`src/hdl/sbde_pkg.sv`:
```
// Shared types, constants and tables of the split-band de-esser.
`default_nettype none
package sbde_pkg;

  localparam int MAX_CHANNELS_DEF   = 8;
  localparam int DETECTOR_COEFF_DEF = 65081;

  localparam int LANES    = 8;
  localparam int SAMPLE_W = 24;
  localparam int MUL_W    = 34;

  localparam logic [17:0] DB_PER_LOG2    = 18'd197283;
  localparam logic [21:0] LOG2_10_Q24    = 22'd2786635;
  localparam logic [4:0]  ENERGY_FLOOR   = 5'd18;

  // Register indexes (byte address / 4)
  localparam logic [2:0] REG_ENABLED   = 3'd0;
  localparam logic [2:0] REG_BAND_GAIN = 3'd1;
  localparam logic [2:0] REG_BAND_FB   = 3'd2;
  localparam logic [2:0] REG_ATTACK    = 3'd3;
  localparam logic [2:0] REG_RELEASE   = 3'd4;
  localparam logic [2:0] REG_THRESHOLD = 3'd5;
  localparam logic [2:0] REG_AMOUNT    = 3'd6;
  localparam logic [2:0] REG_MAX_RED   = 3'd7;

  typedef enum logic [4:0] {
    S_IDLE, S_B0X, S_Y, S_A1Y, S_A2Y, S_S2, S_YY, S_XX,
    S_EMUL, S_EACC, S_LLOAD, S_LNORM, S_LSQ, S_LSTEP,
    S_DBMUL, S_DBEXC, S_AMT, S_TGT, S_SRMUL, S_SRACC,
    S_DISMUL, S_DISACC, S_CFMUL, S_CFEXP, S_CFMUL2, S_CFSTEP,
    S_CFSHIFT, S_SUBMUL, S_SUBACC, S_DONE
  } state_t;

  function automatic logic signed [23:0] sat24(input logic signed [39:0] v);
    logic signed [23:0] r;
    if (v > 40'sd8388607) r = 24'sh7FFFFF;
    else if (v < -40'sd8388608) r = 24'sh800000;
    else r = v[23:0];
    return r;
  endfunction

  function automatic logic signed [31:0] sat32(input logic signed [39:0] v);
    logic signed [31:0] r;
    if (v > 40'sd2147483647) r = 32'sh7FFFFFFF;
    else if (v < -40'sd2147483648) r = 32'sh80000000;
    else r = v[31:0];
    return r;
  endfunction

  // Successive square roots of one half in Q1.30: entry k holds 2^-(2^-(k+1)).
  function automatic logic [16*31-1:0] sqrt_table();
    logic [63:0] t;
    logic [63:0] v;
    logic [63:0] res;
    logic [63:0] bt;
    logic [16*31-1:0] tab;
    t = 64'd1 << 29;
    tab = '0;
    for (int k = 0; k < 16; k++) begin
      v = t << 30;
      res = 64'd0;
      bt = 64'd1 << 62;
      for (int i = 0; i < 32; i++) begin
        if (bt > v) bt = bt >> 2;
      end
      for (int i = 0; i < 32; i++) begin
        if (bt != 64'd0) begin
          if (v >= res + bt) begin
            v = v - (res + bt);
            res = (res >> 1) + bt;
          end else begin
            res = res >> 1;
          end
          bt = bt >> 2;
        end
      end
      t = res;
      tab[k*31 +: 31] = t[30:0];
    end
    return tab;
  endfunction

  localparam logic [16*31-1:0] SQRT_TAB = sqrt_table();

endpackage
`default_nettype wire

```
`src/hdl/sbde_mul.sv`:
```
// Shared signed multiplier with a registered product.
`default_nettype none
module sbde_mul #(
  parameter int W = sbde_pkg::MUL_W
) (
  input  wire logic                  clk,
  input  wire logic signed [W-1:0]   a,
  input  wire logic signed [W-1:0]   b,
  output logic signed [2*W-1:0]      prod
);

  always_ff @(posedge clk) begin
    prod <= a * b;
  end

endmodule
`default_nettype wire
```
`config.mk`:
```
export PLATFORM = sky130hd
export DESIGN_NAME = sbde_mul
export DESIGN_NICKNAME = d
export VERILOG_FILES = /design/src/hdl/sbde_pkg.sv /design/src/hdl/sbde_mul.sv
export SDC_FILE = /design/constraint.sdc
export NUM_CORES = 2
export LEC_CHECK = 0
export BUFFER_PORTS_ARGS = -buffer_cell sky130_fd_sc_hd__buf_2
export CAP_MARGIN = 30
export CORE_AREA = 2 2 271 273
export CTS_CLUSTER_DIAMETER = 60
export DETAILED_ROUTE_END_ITERATION = 12
export DIE_AREA = 0 0 273 275
export PLACE_DENSITY = 0.88
export SLEW_MARGIN = 20
export SYNTH_ARGS = -nofsm -noshare
export SYNTH_HDL_FRONTEND = slang
export SYNTH_SLANG_ARGS = --single-unit
```
`constraint.sdc`:
```
create_clock -name clk -period 9.6 [get_ports clk]
set_clock_uncertainty 0.05 [all_clocks]
set_input_delay 1.92 -clock clk [delete_from_list [all_inputs] [get_ports clk]]
set_output_delay 1.92 -clock clk [all_outputs]
set_load 0.02 [all_outputs]
```
### Word level (Yosys, flattened, before mapping)

Cells that the tools add are included.

* register bits: 68
* output and inout port bits: 68
* logic and storage cells: 2

* multipliers: 1

Operators by type and width (number)
* $mul 34x34->68: 1

### Longest topological paths before layout

* depth in word-level cells: 1
* mapped depth: 31
* gate-level depth less buffers: 29

### Worst setup path after synthesis

OpenSTA, ideal clock, no wires.

* kind: input -> register
* from: input a[33]
* to: register prod[65]
* arrival time: 9338 ps
* path slack: 140 ps
* stages on the path: 24
* cell sequence: clkbuf_1 > nand2_1 > inv_1 > fa_1 > fa_1 > fa_1 > fa_1 > inv_1 > fa_1 > fa_1 > fa_1 > fa_1 > inv_1 > ha_1 > clkdlybuf4s50_2 > nand3_1 > or2_2 > nor2_1 > a221oi_1 > o21ai_0 > a31oi_2 > nor2_2 > o41ai_2 > xnor2_1

* longest elaborated chain between the ends: 1

RTL lines
* from (decl): RTL line sbde_mul.sv:7 `input wire logic signed [W-1:0] a,`
* $mul 34x34->68: RTL line sbde_mul.sv:13 `prod <= a * b;`
* to (signal assigned): RTL line sbde_mul.sv:13
* to (decl): RTL line sbde_mul.sv:9 `output logic signed [2*W-1:0] prod`

No other way between the ends.

### Final worst setup path

* from: input a[13]
* to: register prod[58]

Same word-level chain as after synthesis.

==> metrics.txt <==
status=finished clean; DR iter-0 viols=2798; post-layout min period=9.350 ns; Synth Flop Type=dfxtp_1; crit path max fanout=21; fraction of layout cells with a size suffix above 1=0.08367; Post-Syn Area=43030 sq um; CTS Buf Count=9; most common cell after layout, fill and taps aside=fa_1; CP Launch Type=input pin; CP required=9.88 ns; post-DR vias/cell=between 5 and 6; HP Class=input pin to flip-flop; final setup violation count=0; Crit Path Class=input pin to flip-flop; DR pass1 iterations=8; Least-Margin Pin Slew=0.7323 ns; final worst path period share=0.9739; post-synthesis area per instance=~9.4 sq um; fill cell count=5316; vias in the first global route=36940; initial antenna violation count=10; cell area after layout=46070 sq um; Cell Rows=just under 100; CTS Root Cell=clkbuf_16; Post-DRT Antenna Nets=0; multi-input logic area=36150 sq um; setup repair after global routing missed its margin=no; Slew Limit Fails=0; DRC viols=0; largest net degree at the start of global routing=35; RePlAce Congestion=0.9551; gr usage total=0.3314; post-synthesis sequential area ratio=0.03164; first-pass GRT wire length=approximately 190000 um; Syn Nets=6068; die height=275 um; FF+latch area=1361 sq um; Mapped Cells=4554; initial core utilization=0.5948; count of cell types in the netlist=69; Worst Setup End Kind=flip-flop; Worst EP arrival=9.63 ns; CTS clk-pin slew, worst paths=0.07 ns; relative slew slack=0.5118; Synth async-reset ratio=0; Ys Warns=0; placeable core area=slightly above 70000 sq um; register bit total from synthesis=68; die area=75080 sq um; Top Registers=prod x68; Sink Count=68; clock tree buffer depth=2; Area growth syn-to-layout=7.069%; CTS tree=yes; Post-CTS Hold Buffers=0; FMAX=107.0 MHz; Top reg by flops=prod; die width=about 270 um; Post-DP HPWL=around 99000 um; NumNets Final=6194; drt total wl=116200 um; Post-synth EDFFs=0; routed len/inst=20.56 um; commonest non-fill, non-tap cells in the layout=1239 x fa_1, 1231 x inv_1, 621 x and2_1; placed instance area=45710 sq um; max-cap violation count=0; CTS H-tree lvls=3; final hold viol count=0; # IOs=137; GR Overflow Total=0; DR vias=between 30000 and 40000; Port-buffer cells=136; hold slack=2.133 ns; max FFs per register=68
==> worst paths after layout <==
kind	depth (start not counted)	to	from
worst max-delay path	26	prod[58]	a[13]
worst min-delay path	3	prod[1]	b[1]
==> timing repair <==
item                       4_1_cts  5_1_grt
buffers inserted                 0        0
resized for setup                0        7
setup endpoints to repair        0        9
==> cell usage after synthesis, types with 3 or more instances <==
cell,n,area (sq um)
a211oi_1,6,45.04
a21o_1,37,277.8
a21oi_1,61,305.3
a221oi_1,3,26.28
a31oi_1,7,43.79
and2_1,621,3885
and3_1,5,31.28
and3_2,3,22.52
buf_4,4,30.03
clkbuf_1,214,803.3
dfxtp_1,68,1361
fa_1,1241,24840
ha_1,204,2552
inv_1,1231,4621
nand2_1,542,2034
nand2b_1,20,125.1
nand3_1,11,55.05
nand4_1,11,68.82
nor2_1,54,202.7
nor2b_1,9,56.30
nor3_1,5,25.02
o211ai_1,3,22.52
o21a_1,4,30.03
o21ai_0,31,155.2
o21ai_1,7,35.03
o21bai_1,12,90.09
o41ai_1,3,26.28
o41ai_2,3,48.80
or2_2,4,25.02
xnor2_1,56,490.5
xor2_1,23,201.4
==> worst max-delay path, stage by stage <==
cell,delay (ns)
buf_2,0.51
and2_1,0.26
fa_1,0.45
fa_1,0.51
inv_1,0.05
fa_1,0.49
inv_1,0.06
fa_1,0.48
fa_1,0.63
fa_1,0.49
fa_1,0.52
inv_1,0.05
fa_1,0.52
inv_1,0.05
ha_1,0.30
nand2_1,0.09
o21bai_1,0.20
a21oi_1,0.16
o21ai_2,0.26
a31oi_1,0.14
buf_4,0.17
o41ai_1,0.52
a31oi_4,0.11
o31ai_4,0.36
buf_4,0.17
xor2_1,0.14
==> area by class of cell <==
class,instances,share of cell area
inverters,1232,0.1004
multi-input cells,3026,0.7848
diodes,5,0.0002716
repair buffers,343,0.05187
clock buffers,11,0.005269
well taps,959,0.02605
clock inverters,5,0.001847
flip-flops and latches,68,0.02955
==> logic make-up after synthesis <==
logic type | count (synthesis) | synth area share
buffers and inverters | 1460 | 0.1284
xor gates and xnor gates | 79 | 0.01608
AOI/OAI and AO/OA | 206 | 0.03347
adders and majority gates | 1445 | 0.6367
DFF | 68 | 0.03164
and+or+nand+nor | 1296 | 0.1537
==> per-layer routing <==
metal  track usage  share of wire
met1        0.3782           0.33
met2        0.5578           0.49
met3       0.08763           0.10
met4        0.2087          0.072
met5      0.001880        0.00076
==> metrics by stage <==
stage	worst slack [ns]	utilization	setup TNS (ns)	instances
finish	0.2501	0.6368	0	5649
global route	0.02173	0.6368	0	5647
CTS	0.2099	0.6364	0	5644
global placement	-0.04733	0.6315	-0.1353	5627
floorplan	0.1399	-	0	4554
detailed placement	-0.1573	0.6318	-1.058	5628
Power is left out: the tool's default activity adds up to more than one toggle a clock period on the data nets, which glitch-free logic cannot reach.
